**src/hdl/mrf_pkg.sv**
```systemverilog
// ----------------------------------------------------------------------------
// mrf_pkg
// Shared types, protocol codes and the crc-16 byte step for the request framer.
// ----------------------------------------------------------------------------
package mrf_pkg;

  // request kinds on the input channel
  typedef enum logic [1:0] {
    REQ_WRITE_SINGLE = 2'd0,
    REQ_READ_HOLDING = 2'd1,
    REQ_MULTI_HEADER = 2'd2,
    REQ_MULTI_DATA   = 2'd3
  } mrf_req_t;

  // modbus function codes
  localparam logic [7:0] FN_WRITE_SINGLE = 8'h06;
  localparam logic [7:0] FN_READ_HOLDING = 8'h03;
  localparam logic [7:0] FN_WRITE_MULTI  = 8'h10;

  // crc-16 modbus
  localparam logic [15:0] CRC_INIT = 16'hFFFF;
  localparam logic [15:0] CRC_POLY = 16'hA001;

  // command queue geometry
  localparam int QUEUE_AW    = 1;
  localparam int QUEUE_DEPTH = 1 << QUEUE_AW;

  // payload bytes of one command (longest is the write multiple header)
  localparam int CMD_BYTES = 7;
  localparam int CMD_NW    = $clog2(CMD_BYTES + 1);
  // byte position within a command, including the two crc bytes
  localparam int POS_W     = $clog2(CMD_BYTES + 3);

  // one unit of work for the back end
  typedef struct packed {
    logic [CMD_BYTES-1:0][7:0] bytes;
    logic [CMD_NW-1:0]         nbytes;
    logic                      append_crc;
    logic                      crc_init;
  } mrf_cmd_t;

  // one byte through the reflected crc, bit by bit
  function automatic logic [15:0] crc_byte(input logic [15:0] crc, input logic [7:0] b);
    logic [15:0] c;
    c = crc ^ {8'h00, b};
    for (int k = 0; k < 8; k++) begin
      c = c[0] ? ((c >> 1) ^ CRC_POLY) : (c >> 1);
    end
    return c;
  endfunction

endpackage

```
**src/hdl/mrf_front.sv**
```systemverilog
// ----------------------------------------------------------------------------
// mrf_front
// Accepts request words, tracks the open write-multiple frame and turns each
// word into a byte command for the back end, or drops it.
// ----------------------------------------------------------------------------
module mrf_front (
  input  logic              clk,
  input  logic              rst_n,
  input  logic              in_valid,
  output logic              in_stall,
  input  logic [1:0]        in_func,
  input  logic [7:0]        in_slave_id,
  input  logic [15:0]       in_start_reg,
  input  logic [15:0]       in_reg_value,
  input  logic [6:0]        in_reg_count,
  input  logic              q_full,
  output logic              q_push,
  output mrf_pkg::mrf_cmd_t q_cmd
);
  import mrf_pkg::*;

  logic       in_multi_r, in_multi_nxt;
  logic [6:0] words_left_r, words_left_nxt;
  logic       accept;
  logic       drop;
  logic [6:0] words_dec;
  mrf_req_t   req;

  assign in_stall  = q_full;
  assign accept    = in_valid && !q_full;
  assign req       = mrf_req_t'(in_func);
  assign words_dec = words_left_r - 7'd1;

  // classify the word and build its command
  always_comb begin
    in_multi_nxt   = in_multi_r;
    words_left_nxt = words_left_r;
    drop           = 1'b0;
    q_cmd          = '0;
    q_cmd.bytes[0] = in_slave_id;
    q_cmd.bytes[2] = in_start_reg[15:8];
    q_cmd.bytes[3] = in_start_reg[7:0];
    q_cmd.crc_init = 1'b1;
    unique case (req)
      REQ_WRITE_SINGLE: begin
        q_cmd.bytes[1]   = FN_WRITE_SINGLE;
        q_cmd.bytes[4]   = in_reg_value[15:8];
        q_cmd.bytes[5]   = in_reg_value[7:0];
        q_cmd.nbytes     = CMD_NW'(6);
        q_cmd.append_crc = 1'b1;
        in_multi_nxt     = 1'b0;
        words_left_nxt   = '0;
      end
      REQ_READ_HOLDING: begin
        q_cmd.bytes[1]   = FN_READ_HOLDING;
        q_cmd.bytes[4]   = 8'h00;
        q_cmd.bytes[5]   = {1'b0, in_reg_count};
        q_cmd.nbytes     = CMD_NW'(6);
        q_cmd.append_crc = 1'b1;
        in_multi_nxt     = 1'b0;
        words_left_nxt   = '0;
      end
      REQ_MULTI_HEADER: begin
        q_cmd.bytes[1] = FN_WRITE_MULTI;
        q_cmd.bytes[4] = 8'h00;
        q_cmd.bytes[5] = {1'b0, in_reg_count};
        q_cmd.bytes[6] = {in_reg_count, 1'b0};
        q_cmd.nbytes   = CMD_NW'(7);
        drop           = (in_reg_count == 7'd0);
        in_multi_nxt   = (in_reg_count != 7'd0);
        words_left_nxt = in_reg_count;
      end
      REQ_MULTI_DATA: begin
        q_cmd.bytes[0]   = in_reg_value[15:8];
        q_cmd.bytes[1]   = in_reg_value[7:0];
        q_cmd.nbytes     = CMD_NW'(2);
        q_cmd.crc_init   = 1'b0;
        q_cmd.append_crc = (words_dec == 7'd0);
        drop             = !in_multi_r;
        if (in_multi_r) begin
          words_left_nxt = words_dec;
          in_multi_nxt   = (words_dec != 7'd0);
        end
      end
      default: begin
        drop = 1'b1;
      end
    endcase
  end

  assign q_push = accept && !drop;

  // frame tracking state
  always_ff @(posedge clk) begin
    if (!rst_n) begin
      in_multi_r   <= 1'b0;
      words_left_r <= '0;
    end else if (accept) begin
      in_multi_r   <= in_multi_nxt;
      words_left_r <= words_left_nxt;
    end
  end

endmodule

```
**src/hdl/mrf_queue.sv**
```systemverilog
// ----------------------------------------------------------------------------
// mrf_queue
// Small command queue between the front and back ends.
// ----------------------------------------------------------------------------
module mrf_queue (
  input  logic              clk,
  input  logic              rst_n,
  input  logic              push,
  input  mrf_pkg::mrf_cmd_t push_cmd,
  input  logic              pop,
  output mrf_pkg::mrf_cmd_t head_cmd,
  output logic              full,
  output logic              empty
);
  import mrf_pkg::*;

  mrf_cmd_t              entry_r [QUEUE_DEPTH];
  logic [QUEUE_AW-1:0]   wr_ptr_r;
  logic [QUEUE_AW-1:0]   rd_ptr_r;
  logic [QUEUE_AW:0]     count_r;

  assign full     = (count_r == (QUEUE_AW+1)'(QUEUE_DEPTH));
  assign empty    = (count_r == '0);
  assign head_cmd = entry_r[rd_ptr_r];

  // entry storage
  always_ff @(posedge clk) begin
    if (push) begin
      entry_r[wr_ptr_r] <= push_cmd;
    end
  end

  // pointers and fill count
  always_ff @(posedge clk) begin
    if (!rst_n) begin
      wr_ptr_r <= '0;
      rd_ptr_r <= '0;
      count_r  <= '0;
    end else begin
      if (push) begin
        wr_ptr_r <= wr_ptr_r + 1'b1;
      end
      if (pop) begin
        rd_ptr_r <= rd_ptr_r + 1'b1;
      end
      if (push && !pop) begin
        count_r <= count_r + 1'b1;
      end else if (pop && !push) begin
        count_r <= count_r - 1'b1;
      end
    end
  end

endmodule

```
**src/hdl/mrf_back.sv**
```systemverilog
// ----------------------------------------------------------------------------
// mrf_back
// Serializes queued commands one byte a cycle while the output is not stalled, runs the crc and appends it when asked.
// ----------------------------------------------------------------------------
module mrf_back (
  input  logic              clk,
  input  logic              rst_n,
  input  mrf_pkg::mrf_cmd_t head_cmd,
  input  logic              q_empty,
  output logic              q_pop,
  output logic              out_valid,
  input  logic              out_stall,
  output logic [7:0]        out_tx_byte,
  output logic              out_frame_end
);
  import mrf_pkg::*;

  logic [15:0]      crc_r, crc_nxt;
  logic [POS_W-1:0] pos_r, pos_nxt;
  logic             out_valid_r, out_valid_nxt;
  logic [7:0]       tx_byte_r, tx_byte_nxt;
  logic             frame_end_r, frame_end_nxt;
  logic             out_ready;
  logic             step;
  logic [15:0]      crc_cur;
  logic [POS_W-1:0] nbytes_ext;
  logic [POS_W-1:0] total;
  logic             is_data;
  logic             is_last;
  logic [7:0]       data_byte;

  assign out_ready  = !out_valid_r || !out_stall;
  assign step       = !q_empty && out_ready;
  assign crc_cur    = (pos_r == '0 && head_cmd.crc_init) ? CRC_INIT : crc_r;
  assign nbytes_ext = POS_W'(head_cmd.nbytes);
  assign total      = nbytes_ext + (head_cmd.append_crc ? POS_W'(2) : POS_W'(0));
  assign is_data    = (pos_r < nbytes_ext);
  assign is_last    = (pos_r == total - POS_W'(1));
  assign data_byte  = head_cmd.bytes[pos_r[CMD_NW-1:0]];
  assign q_pop      = step && is_last;

  // byte sequencer and output register load
  always_comb begin
    crc_nxt       = crc_r;
    pos_nxt       = pos_r;
    out_valid_nxt = out_valid_r && out_stall;
    tx_byte_nxt   = tx_byte_r;
    frame_end_nxt = frame_end_r;
    if (step) begin
      out_valid_nxt = 1'b1;
      frame_end_nxt = 1'b0;
      pos_nxt       = is_last ? '0 : pos_r + POS_W'(1);
      if (is_data) begin
        tx_byte_nxt = data_byte;
        crc_nxt     = crc_byte(crc_cur, data_byte);
      end else if (pos_r == nbytes_ext) begin
        tx_byte_nxt = crc_cur[7:0];
        crc_nxt     = crc_cur;
      end else begin
        tx_byte_nxt   = crc_cur[15:8];
        crc_nxt       = crc_cur;
        frame_end_nxt = 1'b1;
      end
    end
  end

  // control state
  always_ff @(posedge clk) begin
    if (!rst_n) begin
      crc_r       <= CRC_INIT;
      pos_r       <= '0;
      out_valid_r <= 1'b0;
    end else begin
      crc_r       <= crc_nxt;
      pos_r       <= pos_nxt;
      out_valid_r <= out_valid_nxt;
    end
  end

  // output word
  always_ff @(posedge clk) begin
    tx_byte_r   <= tx_byte_nxt;
    frame_end_r <= frame_end_nxt;
  end

  assign out_valid     = out_valid_r;
  assign out_tx_byte   = tx_byte_r;
  assign out_frame_end = frame_end_r;

endmodule

```
**src/hdl/modbus_rtu_request_framer_core.sv**
```systemverilog
// ----------------------------------------------------------------------------
// modbus_rtu_request_framer_core
// Modbus RTU master request framer: request words in, frame bytes out.
// ----------------------------------------------------------------------------
// Input channel (in_*): one word per request. Write single and read holding
// words give eight bytes (six body bytes, crc low, crc high). A write
// multiple header gives seven bytes and opens a frame; each following data
// word gives its two bytes, and the last one adds the crc. Data words with
// no open frame and headers with a zero count give nothing.
// Output channel (out_*): one byte per word, out_frame_end marks the crc
// high byte that closes a frame.
// The first byte of a word goes through the queue entry and the output register.
// The output gives one byte per cycle while out_stall is low; the back
// end's single byte path with its crc step sets this rate. A two-entry
// command queue lets the input accept while bytes are still going out.
// Reset clears the queue, the open frame and the output valid flag.
// A stall on the output holds the current byte; the queue fills and then
// in_stall rises until the back end moves again.
// ----------------------------------------------------------------------------
module modbus_rtu_request_framer_core (
  input  logic        clk,
  input  logic        rst_n,
  input  logic        in_valid,
  output logic        in_stall,
  input  logic [1:0]  in_func,
  input  logic [7:0]  in_slave_id,
  input  logic [15:0] in_start_reg,
  input  logic [15:0] in_reg_value,
  input  logic [6:0]  in_reg_count,
  output logic        out_valid,
  input  logic        out_stall,
  output logic [7:0]  out_tx_byte,
  output logic        out_frame_end
);
  import mrf_pkg::*;

  mrf_cmd_t push_cmd;
  mrf_cmd_t head_cmd;
  logic     q_push;
  logic     q_pop;
  logic     q_full;
  logic     q_empty;

  // request classification
  mrf_front u_front (
    .clk          (clk),
    .rst_n        (rst_n),
    .in_valid     (in_valid),
    .in_stall     (in_stall),
    .in_func      (in_func),
    .in_slave_id  (in_slave_id),
    .in_start_reg (in_start_reg),
    .in_reg_value (in_reg_value),
    .in_reg_count (in_reg_count),
    .q_full       (q_full),
    .q_push       (q_push),
    .q_cmd        (push_cmd)
  );

  // command queue
  mrf_queue u_queue (
    .clk      (clk),
    .rst_n    (rst_n),
    .push     (q_push),
    .push_cmd (push_cmd),
    .pop      (q_pop),
    .head_cmd (head_cmd),
    .full     (q_full),
    .empty    (q_empty)
  );

  // byte serializer with crc
  mrf_back u_back (
    .clk           (clk),
    .rst_n         (rst_n),
    .head_cmd      (head_cmd),
    .q_empty       (q_empty),
    .q_pop         (q_pop),
    .out_valid     (out_valid),
    .out_stall     (out_stall),
    .out_tx_byte   (out_tx_byte),
    .out_frame_end (out_frame_end)
  );

endmodule
```
**config.mk**
```make
export PLATFORM = sky130hd
export DESIGN_NAME = modbus_rtu_request_framer_core
export DESIGN_NICKNAME = d
export VERILOG_FILES = /design/src/hdl/mrf_pkg.sv /design/src/hdl/mrf_front.sv /design/src/hdl/mrf_queue.sv /design/src/hdl/mrf_back.sv /design/src/hdl/modbus_rtu_request_framer_core.sv
export SDC_FILE = /design/constraint.sdc
export NUM_CORES = 1
export LEC_CHECK = 0
export BUFFER_PORTS_ARGS = -buffer_cell sky130_fd_sc_hd__buf_2
export CAP_MARGIN = 20
export CORE_MARGIN = 5
export CORE_UTILIZATION = 60
export CTS_BUF_LIST = sky130_fd_sc_hd__clkbuf_4 sky130_fd_sc_hd__clkbuf_8
export DETAILED_ROUTE_END_ITERATION = 16
export GPL_TIMING_DRIVEN = 0
export PLACE_DENSITY = 0.92
export SYNTH_ARGS = -nofsm -noshare
export SYNTH_HDL_FRONTEND = slang
export SYNTH_SLANG_ARGS = --single-unit
```
**constraint.sdc**
```tcl
create_clock -name clk -period 7.2 [get_ports clk]
set_clock_uncertainty 0.2 [all_clocks]
set_input_delay 1.44 -clock clk [delete_from_list [all_inputs] [get_ports clk]]
set_output_delay 1.44 -clock clk [all_outputs]
set_load 0.005 [all_outputs]
```
# Yosys cells after proc, flatten, opt, wreduce, memory -nomap -nowiden
# Memory sizes are Yosys's and may differ from the RTL's. A register that Yosys moved wholly into a read port is not among the register bits.
# Cells that the tools add are included.
# W data, S select, Z words.
classes:
  n_reduce_logical: 28
  n_lt_le_gt_ge: 2
  bitwise_logic: 9
  eq_ne: 7
  addsub: 8
  muxes: 36
ops:
  columns: ["cell", "n"]
  rows:
  - ["$mux W16", 10]
  - ["$mux W8", 5]
  - ["$pmux W16 S2", 1]
  - ["$pmux W8 S4", 1]
  - ["$bmux W8 S3", 1]
  - ["$not A2 Y3", 8]
  - ["$pmux W7 S3", 1]
  - ["$xor A16 B8 Y16", 1]
  - ["$logic_not A7 Y1", 2]
  - ["$reduce_bool A7 Y1", 2]
  - ["$pmux W3 S3", 1]
  - ["$logic_and A1 B1 Y1", 8]
  - ["$logic_not A1 Y1", 8]
  - ["$mux W1", 8]
  - ["$mux W7", 1]
  - ["$sub A7 B1 Y7 const B", 1]
  - ["$eq A2 B2 Y1 const B", 3]
  - ["$mux W2", 3]
  - ["$add A3 B4 Y4", 1]
  - ["$add A4 B1 Y4 const B", 1]
  - ["$eq A4 B3 Y1", 1]
  - ["$eq A4 B4 Y1", 1]
  - ["$logic_not A2 Y1", 2]
  - ["$logic_not A4 Y1", 1]
  - ["15 further kinds", 18]
word_totals:
  mem_count: 1
  wordCells: 101
  register_bits: 42
  ramBits: 122
  output_inout_bits: 11
  inputBits: 53
mem_list:
  columns: ["memory", "words", "word_bits", "read_ports", "rd_clocked_by_memory_dff", "wr", "line", "text"]
  rows:
  - ["u_queue.entry_r", 2, 61, 1, 1, 1, "mrf_queue.sv:17", "mrf_cmd_t entry_r [QUEUE_DEPTH];"]

# Depth between registers and ports, before layout
# Gate-level depths: netlist of the first run.
logic_depth:
  ltp_word: 21
  depth_mapped: 14

# By module
# From an unflattened synthesis of the first run, not the netlist that was laid out.
hier_totals:
  hier_cells: 615
  hier_area_um2: 8102.8
modules_own_cells:
  columns: ["module", "area_each_um2", "n_inst", "cells_each", "seq_area_each_um2"]
  rows:
  - ["mrf_queue", 4619.4, 1, 212, 3763.6]
  - ["mrf_back", 2336.0, 1, 248, 690.7]
  - ["mrf_front", 1147.4, 1, 155, 160.2]

# Least setup slack after synthesis of the first run
# OpenSTA, ideal clock, no wires.
synth_path:
  path_kind: "in2reg"
  startpoint: "in in_func[0]"
  endpoint: "mem u_queue.entry_r[0][0] (netlist bit) (enable)"
  arrival_time_ns: 4.837
  setup_ns: 0.476
  path_stages: 6
  slack_ns: 1.687
  path_buffers: 1
  cell_sequence: "ha_1 > clkbuf_1 > clkinv_1 > o21ai_0 > a21o_1 > nor2_1"
synth_between:
  elab_chain_cells: 6
  elab_cells_between_ends: 7
  cone_classes: "eq/ne: 2; mux: 3; reduce/logical: 2"
synth_lines:
  columns: ["item", "line", "text"]
  rows:
  - ["from (decl)", "modbus_rtu_request_framer_core.sv:25", "input logic [1:0] in_func,"]
  - ["$eq A2 B2 Y1", "mrf_front.sv:44", "unique case (req)"]
  - ["$pmux W1 S2 *", "mrf_front.sv:44", null]
  - ["$logic_not A1 Y1 *", "mrf_front.sv:91", "assign q_push = accept && !drop;"]
  - ["$logic_and A1 B1 Y1 *", "mrf_front.sv:91", null]
  - ["$mux W1 *", "mrf_queue.sv:28", "if (push) begin"]
  - ["$mux W1 (not written as such) *", "mrf_queue.sv:29", "entry_r[wr_ptr_r] <= push_cmd;"]
  - ["to (decl)", "mrf_queue.sv:17", null]
# Every way passes the cells marked *; elsewhere a longest branch is shown, timed or not.

# Worst setup path after layout of the first run
layout_path:
  startpoint: "in in_func[1]"
  endpoint: "reg u_queue.count_r[1]"
layout_between:
  elab_chain_cells: 7
  elab_cells_between_ends: 10
  cone_classes: "eq/ne: 2; mux: 2; reduce/logical: 6"
layout_lines:
  columns: ["item", "line", "text"]
  rows:
  - ["$eq A2 B2 Y1", "mrf_front.sv:44", null]
  - ["$pmux W1 S2 *", "mrf_front.sv:44", null]
  - ["$logic_not A1 Y1 *", "mrf_front.sv:91", null]
  - ["$logic_and A1 B1 Y1 *", "mrf_front.sv:91", null]
  - ["net q_push", "modbus_rtu_request_framer_core.sv:39", "logic q_push;"]
  - ["$logic_not A1 Y1", "mrf_queue.sv:48", "end else if (pop && !push) begin"]
  - ["$logic_and A1 B1 Y1", "mrf_queue.sv:48", null]
  - ["$reduce_bool A2 Y1 (no source line)", null, null]
  - ["to (signal assigned)", "mrf_queue.sv:47", "count_r <= count_r + 1'b1;"]
  - ["to (signal assigned)", "mrf_queue.sv:49", "count_r <= count_r - 1'b1;"]
  - ["to (decl)", "mrf_queue.sv:20", "logic [QUEUE_AW:0] count_r;"]
# Mark *: on every way through the listed nets, which the timed path passes. The rest lies on a longest branch.
# A chain may end at the register's enable or synchronous reset.

==> results.tsv, run 1 <==
metric	value	unit
outcome	complete, no violations	
setup-violations-final	0	
syn_inst	542	
grt_pass1_vias	5054	
place_congestion	0.9003	
core	0.01201	mm^2
cp_max_fo	10	
initial_core_util	0.6126	
grt_pass1_wl	26400	um
clk_pin_slew	0.08	ns
avgViaCountPerCell	6.205	
cts_hold_buf	0	
fmax	240.8	MHz
holdCritStartpoint	u_front.in_multi_r	
cp.arrival	4.35	ns
port_buffers	63	
layout-drive-gt1-share	0.2203	
worstSetupStartpoint	in_func[1]	
maxCapViolations	0	
hold_path_depth	2	
synthDistinctLibCells	56	
leakage	0.003023	uW
preCtsSetupSlack	2.609	ns
fp.dieW	120.7	um
crit_required	7.40	ns
track_usage	0.2413	
cts_root_buf	clkbuf_8	
final_util	0.6932	
r2r_setup_slack	3.28	ns
min_period_over_period	0.5767	
irDropWorstVdd	0.0001929	V
die_area	0.01458	mm^2
min_period	4.152	ns
reg2regPathDepth	12	
syn2layout_area_growth	13.16	%
cts_buffers	17	
grt_overflow_total	0	
syn_area	0.007358	mm^2
cts_tree	yes	
critical_path_class	input pin to flip-flop	
yosysWarningCount	0	
cts_max_level	4	
tightest_slew	0.7689	ns
avgRoutedWirePerCell	21.21	um
crit_path_end	u_queue.count_r[1]	
setup_slack	3.048	ns
grt_max_degree	34	
ys.flop_type	edfxtp_1	
ys_seq_elements	161	
fp-row-count	40	
layout.nets	694	
grt_setup_unrepaired	false	
clock_latency	0.47	ns
num_io_pins	64	
finalSetupTns	0	ns
drv_slew	0	
hold_violations	0	
cp-start-kind	input pin	
relSlewSlack	0.4855	
p_per_area	339.7	mW/mm^2
ant_nets	0	
syn-num-nets	608	
cp-end-kind	flip-flop	
syn_area_per_cell	13.58	um^2
dp_hpwl	12180	um
holdCritPathClass	flip-flop to flip-flop	
die_h	120.7	um
synth_edf_count	127	
cts_sinks	161	
post_cts_buffers	0	
drt_pass1_iterations	6	
seq_area_frac_synth	0.6108	
p_total	2828	uW
drcViolationCount	0	
num_antenna_cells	0	
wirelength	16690	um
timing.rr.end	u_queue.count_r[1]	
drt_iter0_drc	412	
antenna_found_initial	0	
async_reset_ff_frac	0	
cts_resized	0	
vias	4883	
cts_max_path_buffers	2	
## cells in the mapped netlist (all sizes together), types with 7 or more instances
library cell	instances	share of area
mux4	11	0.035
edfxtp	127	0.52
a21oi	17	0.012
a22oi	17	0.017
a211oi	8	0.013
and2	25	0.021
ha	13	0.022
o22ai	20	0.017
mux2	12	0.018
mux2i	42	0.057
o21ai	11	0.0075
xor2	15	0.018
clkbuf	12	0.0061
dfxtp	34	0.093
xnor2	15	0.021
nor2	50	0.026
buf	11	0.011
nor2b	7	0.0060
inv	17	0.0087
nand2	26	0.013
## worst min-delay path by stage
stage / end
2_1_floorplan: u_front.in_multi_r
3_3_place_gp: u_front.in_multi_r
3_5_place_dp: u_front.in_multi_r
4_1_cts: u_front.in_multi_r
5_1_grt: u_front.in_multi_r
6_report: u_front.in_multi_r
## stage by stage
step	instance area, um^2	cells	hold WS (ns)
finish	8327	787	0.2771
global route	8327	787	0.2753
CTS	8327	787	0.2735
detailed placement	7960	756	0.2622
global placement	7858	752	0.2423
floorplan	7358	542	0.2288
## power breakdown
group	switching, uW	internal (uW)
Combinational	514	463
Clock	341	276
Sequential	60.6	1170
## layer usage
layer | routed length (um) | share of wire | vias to the layer above | track usage
li1 | - | - | 2207 | -
met1 | 6775 | 0.41 | 2382 | 0.3167
met2 | 7902 | 0.47 | 241 | 0.3748
met3 | 1212 | 0.073 | 53 | 0.04537
met4 | 799 | 0.048 | 0 | 0.1452
met5 | 0 | 0 | - | 0
## final cells by class
| class | count | area [um^2] |
|---|---|---|
| clock buffer | 17 | 234.0 |
| inverter | 19 | 71.32 |
| clock inverter | 14 | 132.6 |
| buffer | 23 | 125.1 |
| timing repair buffer | 67 | 402.9 |
| sequential | 161 | 4494 |
| fill | 806 | 3685 |
| multi-input combinational | 339 | 2683 |
| tap | 147 | 183.9 |
## cell usage in the layout, fill, tap and decap left out, drive strengths merged, types with 2 or more instances in the layout
cell / n
and2: 25
nand3b: 3
a22oi: 17
nand2: 26
inv: 22
xnor3: 2
a211oi: 8
a31oi: 6
or4: 2
dfxtp: 34
a21o: 4
mux2: 12
clkinv: 5
nor2b: 7
clkbuf: 29
nand3: 3
o22ai: 20
a2bb2oi: 5
a21oi: 17
clkinvlp: 5
o21ai: 11
buf: 78
mux2i: 42
edfxtp: 127
nor2: 50
mux4: 11
xor2: 15
xnor2: 15
nor3: 4
ha: 13
nor4: 2
## state kept, by name (all words and copies together), names as in the netlist, 2 cells and up, named ones only
signal / cells
u_queue.entry_r: 118
u_back.pos_r: 4
u_front.words_left_r: 7
u_back.crc_r: 16
u_queue.count_r: 2
u_back.out_tx_byte: 8
## logic make-up (layout without fill, tap and decap cells)
family | after synthesis | in the layout | share of synthesized area
buffers and inverters | 42 | 140 | 0.02669
DFF | 161 | 161 | 0.6108
xor gates and xnor gates | 33 | 33 | 0.04829
and+or+nand+nor | 130 | 130 | 0.08808
AOI/OAI and AO/OA | 98 | 98 | 0.09386
muxes | 65 | 65 | 0.1102
adders and majority gates | 13 | 13 | 0.02211
## worst max-delay path, cell delays in order
cell and delay (ns):
buf_2 0.15, ha_1 0.16, clkbuf_1 0.36, clkinv_1 0.41, o21ai_0 0.61, a21o_1 0.29, inv_1 0.07, ha_1 0.33
or3_1 0.37, a21oi_1 0.15
(Power assumes the default switching activity.)
==> run 2: changes to the inputs <==
--- a/config.mk
+++ b/config.mk
@@ -8,11 +8,11 @@
 export BUFFER_PORTS_ARGS = -buffer_cell sky130_fd_sc_hd__buf_2
 export CAP_MARGIN = 20
 export CORE_MARGIN = 5
-export CORE_UTILIZATION = 60
+export CORE_UTILIZATION = 56
 export CTS_BUF_LIST = sky130_fd_sc_hd__clkbuf_4 sky130_fd_sc_hd__clkbuf_8
 export DETAILED_ROUTE_END_ITERATION = 16
 export GPL_TIMING_DRIVEN = 0
-export PLACE_DENSITY = 0.92
+export PLACE_DENSITY = 0.91
 export SYNTH_ARGS = -nofsm -noshare
 export SYNTH_HDL_FRONTEND = slang
 export SYNTH_SLANG_ARGS = --single-unit
==> constraint.sdc (replaced) <==
create_clock -name clk -period 3.7 [get_ports clk]
set_clock_uncertainty 0.2 [all_clocks]
set_input_delay 0.74 -clock clk [delete_from_list [all_inputs] [get_ports clk]]
set_output_delay 0.74 -clock clk [all_outputs]
set_load 0.005 [all_outputs]
==> run 2 against run 1 <==
Via count up 2.7%. Count of clock-buffer cells in the layout unchanged. Die area up 6.5%. Power increased by 98%. Register-to-register slack worse by 3.2 ns. Sequential power grew 96%. Sequential share of layout area fell by 0.23 points. Global-route usage decreased by 1.4 points. Critical path depth down 1. Non-clock buffer count decreased by 1. Critical endpoint is now u_back.crc_r[0]. Highest routed layer unchanged.
==> results.tsv, run 2 (synthesized netlist as in run 1, its figures left out) <==
metric	value	unit
outcome	complete, no violations	
avgRoutedWirePerCell	21.31	um
num_io_pins	64	
num_antenna_cells	0	
cts_buffers	17	
final_common_cell	edfxtp_1	
min_period	3.595	ns
clock_latency	0.44	ns
min_to	u_front.in_multi_r	
syn2layout_area_growth	13.74	%
r2r_setup_slack	0.10	ns
grt_pass1_vias	5155	
tightest_slew	0.9044	ns
critical_path_class	flip-flop to flip-flop	
hold_path_depth	2	
finalSetupTns	0	ns
fp-row-count	41	
final_cell_mix	127 x edfxtp_1, 67 x buf_2, 46 x nor2_1, 42 x mux2i_1, 33 x dfxtp_1	
critPathSlowestCell	mux4_2	
timing.rr.end	u_back.crc_r[0]	
die_area	0.01553	mm^2
cp-start-kind	flip-flop	
ant_nets	0	
drv_slew	0	
vias	5014	
cts_tree	yes	
fill_cells	864	
drt_pass1_iterations	5	
regMostFlops	u_queue.entry_r	
layout.nets	693	
die_h	124.6	um
irDropWorstVdd	0.0003563	V
grt_max_degree	32	
largest_reg_flops	118	
leakage	0.003038	uW
setup-violations-final	0	
grt_overflow_total	0	
slowest_delay	0.55	ns
final_util	0.6552	
p_per_area	669.9	mW/mm^2
holdCritStartpoint	u_front.in_multi_r	
relSlewSlack	0.3956	
maxCapViolations	0	
dp_hpwl	12130	um
hold_violations	0	
cts_max_path_buffers	2	
wirelength	17310	um
layout-drive-gt1-share	0.2266	
drt_iter0_drc	507	
crit_required	3.82	ns
fmax	278.2	MHz
grt_setup_unrepaired	false	
avgViaCountPerCell	6.175	
fp.dieW	124.6	um
clk_pin_slew	0.08	ns
port_buffers	63	
holdCritPathClass	flip-flop to flip-flop	
drcViolationCount	0	
cp_max_fo	19	
place_congestion	0.8697	
path_cells	buf_12, mux4_2, a2bb2oi_1, a211oi_2, xnor2_2, xor2_1, xor3_2, xnor3_1, o32a_1	
antenna_found_initial	0	
preCtsSetupSlack	-0.3408	ns
core	0.01277	mm^2
track_usage	0.2272	
setup_slack	0.1049	ns
reg2regPathDepth	9	
cts_root_buf	clkbuf_8	
min_period_over_period	0.9717	
grt_pass1_wl	27640	um
cts_max_level	4	
initial_core_util	0.5761	
cts_sinks	161	
cp-end-kind	flip-flop	
cp.arrival	3.72	ns
==> run 2: cell type report <==
type / count / area [um^2] / area share
plain buffers: 22 / 131.4 / 0.01570
clock buffers: 17 / 234.0 / 0.02796
clock inverters: 15 / 157.7 / 0.01884
inverters: 19 / 71.32 / 0.008521
multi-input cells: 339 / 2691 / 0.3216
flip-flops and latches: 161 / 4498 / 0.5374
well taps: 172 / 215.2 / 0.02571
repair buffers: 67 / 370.4 / 0.04425
==> run 2: worst max-delay path: cells and delay by family (launching register included) <==
family / cells / cell delay (ns)
mux: 1 / 0.55
xor+xnor: 4 / 1.32
flops: 1 / 0.41
buf+inv: 1 / 0.21
compound gates: 3 / 0.78
==> run 2: timing repair <==
action | 4_1_cts | 5_1_grt
hold buffers | 0 | 0
setup endpoints to repair | 12 | 12
buffers inserted | 0 | 2
pin swaps | 0 | 0
resized for setup | 6 | 6
endpoints found under the hold margin | 0 | 0
==> run 2: where the power goes <==
| part | switching (uW) | total (uW) | leakage [uW] | internal, uW |
|---|---|---|---|---|
| combinational | 1030 | 1930 | 0.00137 | 904 |
| clock | 657 | 1260 | 0.000196 | 606 |
| sequential | 125 | 2410 | 0.00147 | 2290 |
| total | 1810 | 5610 | 0.00304 | 3800 |
==> run 2: worst max path at each step <==
stage                             endpoint  slack, ns
finish                     u_back.crc_r[0]       0.10
global route               u_back.crc_r[0]       0.02
CTS                     u_queue.count_r[1]       0.01
detailed placement      u_queue.count_r[1]      -0.34
global placement    u_queue.entry_r[0][24]      -1.28
floorplan            u_queue.entry_r[1][0]      -0.13
==> run 2: routing by layer <==
metal | up-vias | GRT usage | wire length (um)
met5 | - | 0 | 0
met4 | 0 | 0.1077 | 652
met3 | 48 | 0.04374 | 1381
met2 | 298 | 0.3670 | 8365
met1 | 2463 | 0.2969 | 6906
li1 | 2205 | - | -
==> run 2: through the flow <==
| step | cell area (um^2) | std cells | power, uW | hold WS, ns |
|---|---|---|---|---|
| after floorplan | 7363 | 542 | 3824 | 0.2288 |
| after global placement | 7894 | 777 | 4224 | 0.2397 |
| after detailed placement | 7944 | 779 | 4319 | 0.2604 |
| after CTS | 8356 | 811 | 5591 | 0.2580 |
| after global routing | 8369 | 812 | 5875 | 0.2511 |
| final | 8369 | 812 | 5606 | 0.2733 |
==> run 3: changes to the inputs <==
==> constraint.sdc (replaced) <==
create_clock -name clk -period 3.24 [get_ports clk]
set_clock_uncertainty 0.2 [all_clocks]
set_input_delay 0.324 -clock clk [delete_from_list [all_inputs] [get_ports clk]]
set_output_delay 0.324 -clock clk [all_outputs]
set_load 0.005 [all_outputs]
==> run 3 against run 2 <==
The flow now finishes with violations (negative setup slack). Core utilization rose by 6.4 points. Critical path depth rose by 2. Hold slack got worse by 0.24 ns. Sequential share of layout area fell by 4.8 points. Register-to-register slack got worse by 0.21 ns. Global-route usage rose by 2.2 points. Combinational power rose by 53%. First-iteration DRC count rose by 25%. Via count rose by 6.5%. Routed wire length rose by 13%.
==> results.tsv, run 3 (synthesized netlist as in run 1, its figures left out) <==
metric	value	unit
postPlaceCellArea	0.007971	mm^2
clk_pin_slew	0.10	ns
drt_pass1_iterations	6	
wirelength	19530	um
final_cell_mix	127 x edfxtp_1, 65 x buf_2, 45 x nor2_1, 39 x mux2i_1, 35 x dlygate4sd3_1	
grt_pass1_vias	5513	
crit_buf_inv	3	
grt_pass1_wl	30060	um
syn2layout_area_growth	24.88	%
p_total	7060	uW
grt_overflow_total	0	
final_util	0.7194	
path_cells	buf_12, buf_6, mux4_2, a2bb2oi_4, a211oi_4, xnor2_2, xor2_1, xor3_2, buf_6, xnor2_4, a21oi_2	
cp_max_fo	6	
avgRoutedWirePerCell	22.20	um
tightest_slew	0.9977	ns
num_io_pins	64	
whs	0.03394	ns
cp.arrival	3.48	ns
drt_iter0_drc	632	
largest_reg_flops	118	
leakage	0.003401	uW
cp_top_family	XOR/XNOR gates	
vias	5342	
holdCritPathClass	input pin to flip-flop	
antenna_found_initial	0	
layout.nets	761	
maxCapViolations	0	
ant_nets	0	
avgViaCountPerCell	6.070	
num_antenna_cells	0	
cp-end-kind	flip-flop	
fmax	299.3	MHz
grt_max_degree	33	
setup-violations-final	4	
critical_path_class	flip-flop to flip-flop	
fp.dieW	124.6	um
port_buffers	63	
drv_slew	0	
layout-drive-gt1-share	0.2895	
cts_tree	yes	
irDropWorstVdd	0.0004111	V
outcome	complete, but fails checks	
holdCritStartpoint	in_reg_value[10]	
critPathSlowestCell	mux4_2	
cp-start-kind	flip-flop	
cts_max_level	4	
min_period	3.341	ns
track_usage	0.2491	
fill_cells	777	
cpMostUsedCell	buf_6	
cts_max_path_buffers	2	
final_common_cell	edfxtp_1	
drcViolationCount	0	
cts_root_buf	clkbuf_8	
clock_latency	0.46	ns
core	0.01277	mm^2
regMostFlops	u_queue.entry_r	
initial_core_util	0.5761	
cts_sinks	161	
grt_setup_unrepaired	true	
die_area	0.01553	mm^2
hold_violations	0	
final_cell_area	0.009189	mm^2
dp_hpwl	11920	um
fp-row-count	41	
p_per_area	768.3	mW/mm^2
slowest_delay	0.57	ns
relSlewSlack	0.3335	
place_congestion	0.8853	
cts_buffers	17	
setup_slack	-0.1006	ns
violations	negative setup slack	
crit_required	3.38	ns
min_period_over_period	1.031	
die_h	124.6	um
run 3: per-stage QoR:
stage / setup TNS, ns / std cells / worst slack, ns
2_1_floorplan: -20.84 / 542 / -0.1766
3_5_place_dp: -7.031 / 779 / -0.4628
3_3_place_gp: -155.80 / 777 / -1.298
4_1_cts: -0.07635 / 872 / -0.06778
6_report: -0.3107 / 880 / -0.1006
5_1_grt: -0.7759 / 880 / -0.2033
run 3: layout make-up:
class                   instances  area (um^2)  area share
multi-input cells             339         2883      0.3137
inverters                      19        71.32    0.007761
repair buffers                135        988.4      0.1076
clock inverters                14        110.1     0.01198
flip-flops and latches        161         4501      0.4898
well taps                     172        215.2     0.02342
clock buffers                  18        241.5     0.02628
plain buffers                  22        178.9     0.01947
run 3: per-layer routing:
metal	routed length [um]	up-vias	part of all wire	track usage
met5	0	-	0	0
met4	854	0	0.044	0.1238
met3	1712	72	0.088	0.06647
met2	9514	322	0.49	0.4027
met1	7451	2605	0.38	0.3103
li1	-	2343	-	-
run 3: path summary, 6_finish.rpt:
kind	end	slack, ns	cells past startpoint
setup / recovery	u_back.crc_r[15]	-0.10	11
hold / removal	u_queue.entry_r[1][7]	0.03	2
setup reg to reg	u_back.crc_r[15]	-0.10	11
hold reg to reg	u_front.in_multi_r	0.27	2
run 3: power breakdown:
group          switching, uW  total, uW  internal (uW)
registers                158       2770           2610
logic                   1450       2950           1510
clock network            787       1340            550
total                   2390       7060           4670
run 3: repair_timing:
action | CTS | global route
gates resized for setup | 35 | 18
setup buffers | 26 | 9
endpoints found under the hold margin | 67 | 0
setup endpoints to repair | 24 | 15
pin swaps | 12 | 9
hold buffers | 35 | 0
